$ cat config.mk
export PLATFORM = sky130hd
export DESIGN_NAME = pfd_entry_unit
export DESIGN_NICKNAME = d
export VERILOG_FILES = /design/src/design/pfd_pkg.sv /design/src/design/pfd_entry_unit.sv
export SDC_FILE = /design/constraint.sdc
export NUM_CORES = 1
export LEC_CHECK = 0
export BUFFER_PORTS_ARGS = -buffer_cell sky130_fd_sc_hd__buf_2
export CAP_MARGIN = 20
export CORE_MARGIN = 2
export CORE_UTILIZATION = 48
export DETAILED_ROUTE_END_ITERATION = 8
export GPL_TIMING_DRIVEN = 0
export PLACE_DENSITY = 0.95
export SYNTH_ARGS = -nofsm -noshare
export SYNTH_HDL_FRONTEND = slang
export SYNTH_SLANG_ARGS = --single-unit
$ cat constraint.sdc
create_clock -name vclk -period 6.5
set_input_delay 1.3 -clock vclk [all_inputs]
set_output_delay 1.3 -clock vclk [all_outputs]
set_load 0.02 [all_outputs]
$ cat src/design/pfd_pkg.sv
// Package for the per-source flood detector.
// Holds the transfer structs, table entry layout and register constants.
// No dependencies.
package pfd_pkg;

  localparam int unsigned ApbAddrW = 3;

  localparam logic [15:0] ThresholdReset = 16'd100;
  localparam logic [15:0] WindowReset    = 16'd5;
  localparam logic [15:0] CountMax       = 16'hFFFF;

  localparam logic RegThreshold = 1'b0;
  localparam logic RegWindow    = 1'b1;

  typedef struct packed {
    logic [31:0] source_address;
    logic [31:0] now_seconds;
  } item_t;

  typedef struct packed {
    logic [31:0] alert_address;
    logic [15:0] alert_count;
    logic        last_alert;
  } result_t;

  typedef struct packed {
    logic [15:0] alert_threshold;
    logic [15:0] window_seconds;
  } cfg_t;

  typedef struct packed {
    logic [31:0] address;
    logic [15:0] count;
    logic [31:0] stamp;
  } entry_t;

  typedef struct packed {
    logic match;
    logic fresh;
    logic hit;
  } unit_res_t;

endpackage

$ cat src/design/pfd_entry_unit.sv
// Shared compare unit: address match, age check and threshold check of one entry.
// Depends on pfd_pkg.
module pfd_entry_unit
  import pfd_pkg::*;
(
  input  entry_t      entry_i,
  input  logic [31:0] key_i,
  input  logic [31:0] now_i,
  input  cfg_t        cfg_i,
  output unit_res_t   res_o
);

  logic [31:0] age;

  assign age         = now_i - entry_i.stamp;
  assign res_o.match = (entry_i.address == key_i);
  assign res_o.fresh = (age <= {16'd0, cfg_i.window_seconds});
  assign res_o.hit   = res_o.fresh && (entry_i.count >= cfg_i.alert_threshold);

endmodule

---- Word level (Yosys, flattened, before mapping) ----
Cells that the tools add are included.
operators by class
  add/subtract/negate cells ............... 1
  equal/unequal tests ..................... 1
  $lt $le $gt $ge ......................... 2
  bitwise gates (word level) .............. 0
  multiplexer cells ....................... 0
  reductions and logical operators ........ 1
  shift-type cells ........................ 0
  multiply operators ...................... 0
  div/mod/pow operators ................... 0
operators by type and width
  operator                                                     number
  32-bit equality test                                         1
  32-bit by 16-bit less-or-equal comparator with 1-bit output  1
  32-bit subtractor                                            1
  16-bit >= comparator                                         1
  1-bit logical AND                                            1
storage, ports and cells
  word-level logic and storage cells ...... 5
  RAM bits ................................ 0
  bits in latches ......................... 0
  input port bits ......................... 176
  memories ................................ 0
  bits in registers ....................... 0
  ROM bits ................................ 0
  output and inout port bits .............. 3

---- Longest topological paths before layout ----
  depth in word-level cells ............... 3
  depth in mapped cells ................... 18

---- Worst setup path after synthesis ----
No wires, ideal clock.
  path type ............................... input to output
  start point ............................. input port now_i[0]
  end point ............................... output port res_o[0] (netlist bit)
  stages .................................. 15
  required time ........................... 5200 ps
  arrival ................................. 5231 ps
  slack ................................... -31 ps
  cells stage by stage .................... inv_1 > ha_1 > fa_1 > nand2b_1 > a21oi_1 > o21ai_1 > o31ai_1 > xor2_1 > ha_1 > nand4_1 > or4_1 > o21ai_0 > o2111ai_4 > or4_4 > nor3_1
RTL lines
  element      line                  RTL
  from (decl)  pfd_entry_unit.sv:8   input logic [31:0] now_i,
  to (decl)    pfd_entry_unit.sv:10  output unit_res_t res_o

==> run metrics <==
Seq/Total Area, Yosys 0; crit path DAT between 5000 and 6000 ps; final setup violating endpoints 0; overall power a little under 0.4 mW; area delta synth->final 35.6%; nets@finish approximately 890; CP peak stage delay about 570 ps; slowest CP cell or4_4; Syn Inst Count about 460; worst-path maximum fanout 3; VDD IR-drop max roughly 0.000039 V; port bufs around 180; register area 0 µm²; Initial Util 0.504; DRT Wirelength around 11 mm; endpoint class of the critical path primary output; cts hold-fix bufs 0; Mapped Nets 704; # rows 29; CP Data Required Time 5200 ps; synth warn 0; P_sw about 0.22 mW; Sequential Power Share 0; largest net degree at the start of global routing 11; First DRT Iteration DRCs about 190; vias in the first global route slightly below 4,000; core region area ~0.0064 mm²; first-pass GRT wire length 16.6 mm; clock buffers 0; layout cell share with drive strength beyond 1 0.342; Yosys top cell by area ha_1; leakage 2.40 nW; Int Pwr roughly 0.18 mW; Cell Pwr Density 89.7 mW/mm²; DP HPWL slightly above 9 mm; status completed; Synth Cell Area 0.00323 mm²; top-area cell type share of the netlist area 0.244; Mapped Avg Cell Area between 6 and 7 µm²; vias per cell ~5.6; largest cells by area after synthesis ha_1 24%, xor2_1 10%, inv_1 8.7%; critical-path cell list buf_2, ha_1, fa_2, nand2b_4, a21oi_4, o21ai_2, o21ai_2, a21oi_1, xnor2_1, ha_1, nand4_1, or4_4, o21ai_4, o2111ai_4, or4_4, nor3_2, buf_4; clock network power share 0; remaining global-route overflow 0; Comb pwr share 1.000; die width between 80 and 90 µm; Seq cells 0; Unique masters post-synth between 60 and 70; DRC viols 0; Slew Viols, Final 0; Ports around 180; filler cell count between 500 and 600; Design Area, Final between 0.004 and 0.005 mm²; final cell count without fillers a little over 700; initial antenna violation count 1; Routability Congestion a little over 0.9; Post-synth top cells 75 x inv_1, 63 x ha_1, 39 x a21oi_1; number of detailed-route iterations in the first pass 4; Die Area 0.00741 mm²; actual slew at the worst max-slew pin 430 ps; Chip Height 86.1 µm; critical setup path kind primary input to primary output; critical path launch point type primary input; Area after DPL 0.00423 mm²; Post-Place Cells 720; setup_tns 0 ps; DR WL/cell approximately 15 µm; Achievable Freq about 0.16 GHz; Sw Share 0.549; Final period util 0.984; Tightest Hold Check Type primary input to primary output; total global-route track usage 0.267; Final Hold Viols 0; max_cap viols 0; vias a little over 4,000; max_slew headroom 0.710; final core utilization 0.683; Antenna Nets Post-Route 0; minimum clock period around 6400 ps; most common cell in the netlist inv_1
## cells by family (layout without fill, tap and decap cells)
group           Yosys count  in the layout  synth area share
fa+ha+maj                64             64             0.250
buf+inv                  86            271             0.104
other cells               0              1                 0
simple gates            121            121             0.199
xor+xnor                 53             53             0.144
mux                       2              2           0.00774
compound gates          138            138             0.296
## critical path: cells and delay by family
family | cells | cell delay (ps)
AO/OA/AOI/OAI | 6 | 890
XOR/XNOR | 1 | 130
adder cells (fa/ha/maj) | 3 | 910
buffers and inverters | 2 | 280
AND/OR/NAND/NOR | 5 | 1580
## cell type report
class | instances | area (µm²) | share of cell area
repair buffers | 185 | 946 | 0.216
inverters | 75 | 282 | 0.0642
diodes | 1 | 2.50 | 0.000571
plain buffers | 11 | 55.1 | 0.0126
multi-input cells | 378 | 3000 | 0.685
well taps | 77 | 96.3 | 0.0220
## path summary, 6_finish.rpt
kind / startpoint / endpoint / depth (start not counted) / slack [ps]
worst max-delay path: entry_i[0] / res_o[0] / 17 / 110
worst min-delay path: key_i[20] / res_o[2] / 6 / 3130
## power groups by stage
stage            clock (mW)  combinational, mW  sequential, mW
3_5_place_dp              0              0.364               0
4_1_cts                   0              0.372               0
2_1_floorplan             0              0.246               0
6_report       0.0000000206              0.393               0
3_3_place_gp              0              0.347               0
5_1_grt        0.0000000206              0.434               0
## stage by stage
stage	hold slack, ps	setup WS [ps]
final	3130	105
after global routing	3160	-36.8
after CTS	3130	1.06
after detailed placement	3130	-793
after global placement	3110	-657
after floorplan	2900	-31.0
## layer usage
layer / vias up / track usage / wire length (µm)
li1: 2034 / - / -
met1: 1826 / 0.300 / 4200
met2: 181 / 0.529 / 5450
met3: 22 / 0.0318 / 788
met4: 0 / 0.0592 / 221
met5: - / 0 / 0
## what timing repair did
item / in CTS / in global routing
gates resized for setup: 12 / 13
cloned: 0 / 0
pin swaps: 3 / 10
setup buffers: 1 / 5
endpoints found under the setup margin: 2 / 2
## cell usage in the layout (no fill, tap or decap), drive strengths merged, types with 3 or more instances in the layout
cell,instances
buf,191
inv,75
ha,63
a21oi,45
xor2,38
nand2,34
o21ai,28
nor2,16
xnor2,15
o21a,14
nand4,14
nor4,12
nor3,11
nand3,9
a21o,9
o211ai,7
nand2b,6
clkbuf,5
a211oi,5
o2111ai,5
o21bai,4
nor2b,3
and3,3
and2,3
a21boi,3
(Power assumes the default switching activity.)
