File: src/design/pfd_pkg.sv
// Package for the per-source flood detector.
// Holds the transfer structs, table entry layout and register constants.
// No dependencies.
package pfd_pkg;

  localparam int unsigned ApbAddrW = 3;

  localparam logic [15:0] ThresholdReset = 16'd100;
  localparam logic [15:0] WindowReset    = 16'd5;
  localparam logic [15:0] CountMax       = 16'hFFFF;

  localparam logic RegThreshold = 1'b0;
  localparam logic RegWindow    = 1'b1;

  typedef struct packed {
    logic [31:0] source_address;
    logic [31:0] now_seconds;
  } item_t;

  typedef struct packed {
    logic [31:0] alert_address;
    logic [15:0] alert_count;
    logic        last_alert;
  } result_t;

  typedef struct packed {
    logic [15:0] alert_threshold;
    logic [15:0] window_seconds;
  } cfg_t;

  typedef struct packed {
    logic [31:0] address;
    logic [15:0] count;
    logic [31:0] stamp;
  } entry_t;

  typedef struct packed {
    logic match;
    logic fresh;
    logic hit;
  } unit_res_t;

endpackage

File: src/design/pfd_cfg_regs.sv
// APB configuration registers: alert threshold and window length.
// Depends on pfd_pkg.
module pfd_cfg_regs
  import pfd_pkg::*;
(
  input  logic                clk_i,
  input  logic                rst_ni,
  input  logic                psel,
  input  logic                penable,
  input  logic                pwrite,
  input  logic [ApbAddrW-1:0] paddr,
  input  logic [31:0]         pwdata,
  output logic [31:0]         prdata,
  output logic                pready,
  output cfg_t                cfg_o
);

  cfg_t cfg_q, cfg_d;
  logic wr_en;
  logic reg_sel;

  assign pready  = 1'b1;
  assign wr_en   = psel & penable & pwrite;
  assign reg_sel = paddr[2];

  always_comb begin
    cfg_d = cfg_q;
    if (wr_en) begin
      unique case (reg_sel)
        RegThreshold: cfg_d.alert_threshold = pwdata[15:0];
        RegWindow:    cfg_d.window_seconds  = pwdata[15:0];
        default:      cfg_d = cfg_q;
      endcase
    end
  end

  always_comb begin
    unique case (reg_sel)
      RegThreshold: prdata = {16'd0, cfg_q.alert_threshold};
      RegWindow:    prdata = {16'd0, cfg_q.window_seconds};
      default:      prdata = 32'd0;
    endcase
  end

  always_ff @(posedge clk_i or negedge rst_ni) begin
    if (!rst_ni) begin
      cfg_q.alert_threshold <= ThresholdReset;
      cfg_q.window_seconds  <= WindowReset;
    end else begin
      cfg_q <= cfg_d;
    end
  end

  assign cfg_o = cfg_q;

endmodule

File: config.mk
export PLATFORM = sky130hd
export DESIGN_NAME = pfd_cfg_regs
export DESIGN_NICKNAME = d
export VERILOG_FILES = /design/src/design/pfd_pkg.sv /design/src/design/pfd_cfg_regs.sv
export SDC_FILE = /design/constraint.sdc
export NUM_CORES = 1
export LEC_CHECK = 0
export CAP_MARGIN = 5
export CORE_AREA = 2 2 67 69
export CTS_CLUSTER_DIAMETER = 150
export DETAILED_ROUTE_END_ITERATION = 7
export DIE_AREA = 0 0 69 71
export DONT_BUFFER_PORTS = 1
export HOLD_SLACK_MARGIN = 0.1
export PLACE_DENSITY = 0.61
export SETUP_SLACK_MARGIN = 0.2
export SYNTH_ARGS = -nofsm -noshare
export SYNTH_HDL_FRONTEND = slang
export SYNTH_SLANG_ARGS = --single-unit
File: constraint.sdc
create_clock -name clk_i -period 1.3 [get_ports clk_i]
set_input_delay 0.13 -clock clk_i [delete_from_list [all_inputs] [get_ports clk_i]]
set_output_delay 0.13 -clock clk_i [all_outputs]
set_load 0.005 [all_outputs]
## Word level (Yosys, flattened, before mapping)

Cells that the tools add are included.

| cells by class | value |
|---|---|
| bitwise logic cells | 3 |
| reductions and logical operators | 2 |
| muxes and demuxes | 1 |

Operator list:

| cell | number |
|---|---|
| $pmux W32 S2 | 1 |
| $reduce_and A2 Y1 | 2 |
| $and A1 B1 Y1 | 2 |
| $not A1 Y1 | 1 |

| storage, ports and cells | value |
|---|---|
| input bits | 40 |
| bits in registers | 32 |
| output and inout bits | 65 |
| word-level logic and storage cells | 8 |

## Logic depth before layout (Yosys ltp)

| depth | value |
|---|---|
| depth after elaboration | 3 |
| depth in mapped cells | 4 |
| depth with buffers taken out | 2 |

## Worst setup path after synthesis

No wires, ideal clock.

| timing | value |
|---|---|
| kind | input port to flip-flop |
| start | in paddr[2] |
| end | reg cfg_q (netlist bit cfg_o[16]) |
| slack | 0.237 ns |
| path buffers | 2 |
| stages on the path | 4 |
| data arrival time | 0.938 ns |
| path through | buf_6 nand4b_4 buf_6 mux2_4 |

| on the way | value |
|---|---|
| word-level cells in the longest chain between the ends | 2 |

Ends and longest elaborated chain:

| what | RTL line | text |
|---|---|---|
| start, declared | pfd_cfg_regs.sv:11 | `input logic [ApbAddrW-1:0] paddr,` |
| $not A1 Y1 | - |  |
| $reduce_and A2 Y1 (no line) | - |  |
| end signal, assigned | pfd_cfg_regs.sv:50 | `cfg_q <= cfg_d;` |
| end, declared | pfd_cfg_regs.sv:18 | `cfg_t cfg_q, cfg_d;` |

No other way between the ends.
A chain may end at the register's enable or synchronous reset.

## Final worst setup path

| timing | value |
|---|---|
| start | reg cfg_q (netlist bit cfg_o[22]) |
| end | out prdata[6] |

| on the way | value |
|---|---|
| word-level cells in the longest chain between the ends | 1 |

Ends and longest elaborated chain:

| what | RTL line | text |
|---|---|---|
| $pmux W32 S2 | pfd_cfg_regs.sv:38 | `unique case (reg_sel)` |
| end, declared | pfd_cfg_regs.sv:13 | `output logic [31:0] prdata,` |

No other way between the ends. The select of a mux whose other input is x is not followed.

==> results.md <==
- The largest net degree at the start of global routing is 33.
- For this design the ratio of total power to cell area is 1460 nW/µm².
- Compared with the post-synthesis result, the final layout area differs by 17.4%.
- The start of the worst register-to-register path is cfg_o[9].
- The routed design has 3.11 mm of wire.
- The share of synthesized area occupied by flip-flops and latches is 50.3%.
- The via count of the first global-routing pass was 1051.
- The final routed DRC violation total is 0.
- The average size of a mapped cell is 15.3 µm².
- The library cell used most frequently in the layout, excluding fill and tap cells, is dfrtp_1.
- The overall fraction of global-route tracks in use is 13.9%.
- In the final routed layout, each cell accounts on average for 17.5 µm.
- The capturing element type of the critical path is a primary output.
- Of the total synthesized cell area, the portion taken by XOR and XNOR cells is 0%.
- The tool flagged a number of max-cap violations equal to 0.
- The count of nets left with antenna violations once routing finished came out at 0.
- The die area is 4900 µm².
- The synthesized netlist contains 10 unique library cells.
- The sink count of the clock tree is 32.
- The total congestion overflow is 0.
- The H-tree depth is 2.
- The element type at the critical path start is a flop.
- IR analysis of the VDD net gives a maximum drop of 0.000594 V.
- Summing the areas of all fa, ha and maj instances in the mapped netlist gives 0% of the synthesized area.
- The register with the most flip-flops in the layout has 32 of them.
- The number of slew-limit violations in the final report is 0.
- The beginning of the critical path is cfg_o[22].
- The sum of negative setup slack is 0 ns.
- After the last flow step, the layout net total stands at 165.
- In this run the vertical extent of the chip is 71 µm.
- The post-CTS setup repair buffer count is 0.
- The per-cell via count in the routed design is 4.92.
- In this run the cell area of the synthesized design comes to 1600 µm².
- The number of antenna violations at the first check in global routing is 0.
- The setup slack on the worst flop-to-flop path is 0.49 ns.
- The final worst-path cycle share is 86.6%.
- The number of fill cells in the layout is 376.
- For this run, the number of standard cells in the final layout without fillers is 178.
- TritonCTS built the clock tree.
- The cell leakage power is 0.886 nW.
- The synthesized netlist devotes 0% of its cell area to compound gates.
- The clock root buffer is clkbuf_8.
- Broken down by cell family, the worst path's largest delay share belongs to flip-flops.
- The post-detailed-placement half-perimeter wirelength is 1.97 mm.
- In this run, the number of DRC markers left after iteration 0 of detailed routing was 20.
- The routed layout has 876 vias.
- The worst register-to-register path has a depth of 1.
- The worst path in the final design needs a cycle of 1.13 ns, including I/O delays and setup.
- The critical path goes through mux2_4.
- The share of final-layout standard cells stronger than drive strength 1 is 50.0%.
- Setup violations remaining at the end of the flow were counted as 0.
- Setup repair after global routing could not meet its margin everywhere.
- The count of buffer and inverter cells on the critical path is 0.
- The core region area is 4200 µm².
- The largest single stage delay on the critical path is 0.56 ns.
- The worst setup path is of the reg2out kind.
- At the worst endpoint, the required time is 1.17 ns.
- For this configuration, the core starts out at a cell density of 38.2%.
- The arrival time reported for the critical path endpoint is 1.00 ns.
- The run finished with clean final reports.
- Among all stages on the critical path, the largest delay is contributed by dfstp_2.
- The number of stages on the worst setup path is 1.
- The global-route wire length before repair is 5.35 mm.
- The fraction of the mapped netlist area in simple logic gates is 2.81%.
- The worst register-to-register path ends at cfg_o[9].
- The clock arrives with 0 ns of skew.
- The completed layout was analyzed and its total power is 2.76 mW.
- In the synthesized netlist, the number of instances is 105.
- For this design the top-level I/O count stands at 105.
- The footprint of the flip-flops and latches is 807 µm².
- The proportion of synthesized area in mux cells is 36.0%.
- The floorplan has 24 rows.
- The horizontal extent of the die is 69 µm.
- The class of the tightest hold or removal check is in2async.
- Summing all multi-input logic gate instances after layout gives 732 µm².
- The count of port buffers added during placement is 0.
- The post-synthesis register bit count is 32.
- The total inserted antenna cells is 0.
- The congestion estimate from routability-driven global placement came to 0.661.
- The total CTS buffers is 5.
- For this run, the number of Yosys warnings is 0.
- The total count of hold-check failures in the final report came to 0.
- The count of placed standard cells including taps is 152.
- The library cells used most frequently in the layout, excluding fill and tap cells, are dfrtp_1, mux2_2, mux2_4.
- The worst hold slack is 0.277 ns.
- Clock latency on the worst-skew pair, taken at its later pin, is 0.27 ns.
- In this run the worst path has a maximum fanout of 3.
- The combinational family with the most area after synthesis is multiplexers.
- The pre-antenna-repair detailed-routing pass consisted of 2 iterations.
- The critical path ends at prdata[6].
- The achievable clock frequency is 889 MHz.
- The deepest clock path buffer count is 2.
- Clock-pin slew was measured on the worst setup and hold paths at 0.07 ns.
-- stage by stage --
stage / worst slack [ns] / utilization (%) / instance area [µm²]
after floorplan: 0.237 / - / 1660
after global placement: 0.271 / 37.3 / 1570
after detailed placement: 0.256 / 37.3 / 1570
after CTS: 0.161 / 44.7 / 1880
after global routing: 0.140 / 44.8 / 1880
final: 0.175 / 44.8 / 1880
-- how the worst min path moves through the flow --
stage / startpoint / slack, ns / cells past startpoint / end
2_1_floorplan: rst_ni / -0.17 / 0 / cfg_o[10]
3_3_place_gp: rst_ni / -0.16 / 0 / cfg_o[24]
3_5_place_dp: rst_ni / -0.16 / 0 / cfg_o[8]
4_1_cts: rst_ni / 0.29 / 2 / cfg_o[11]
5_1_grt: rst_ni / 0.29 / 2 / cfg_o[14]
6_report: rst_ni / 0.28 / 2 / cfg_o[14]
-- report_power, final --
group	internal, mW	switching, mW
Sequential	1.24	0.225
Combinational	0.395	0.175
Clock	0.375	0.342
Total	2.01	0.742
-- synth_stat cells --
cell,number,area [µm²]
buf_2,1,5.00
buf_6,3,33.8
mux2_4,10,150
dfrtp_1,27,676
conb_1,2,7.51
nand4b_4,1,23.8
dfstp_2,5,131
mux2_2,38,428
nand4_4,1,21.3
buf_4,17,128
-- layer usage --
metal / track usage [%] / part of all wire, % / vias to the layer above
met5: 0 / 0 / -
met4: 4.58 / 1.3 / 0
met3: 6.27 / 10 / 5
met2: 24.3 / 51 / 67
met1: 15.0 / 37 / 434
li1: - / - / 370
-- layout make-up --
cell class	instances	share of cell area (%)
sequential	32	42.9
multi-input combinational	67	38.9
timing repair buffer	19	10.5
clock buffer	7	4.05
tap	52	3.46
clock inverter	1	0.266
-- cell families (layout without fill, tap and decap cells) --
family | after synthesis | count (layout)
multiplexers | 48 | 48
other | 2 | 17
buffers and inverters | 21 | 27
flip-flops | 32 | 32
AND/OR/NAND/NOR | 2 | 2
-- repair_timing --
| action | 4_1_cts | 5_1_grt |
|---|---|---|
| gates resized for setup | 11 | 1 |
| hold endpoints to repair | 64 | 0 |
| hold buffers | 18 | 0 |
| setup endpoints to repair | 16 | 16 |
Note: power is estimated with default switching activity, not from simulation.
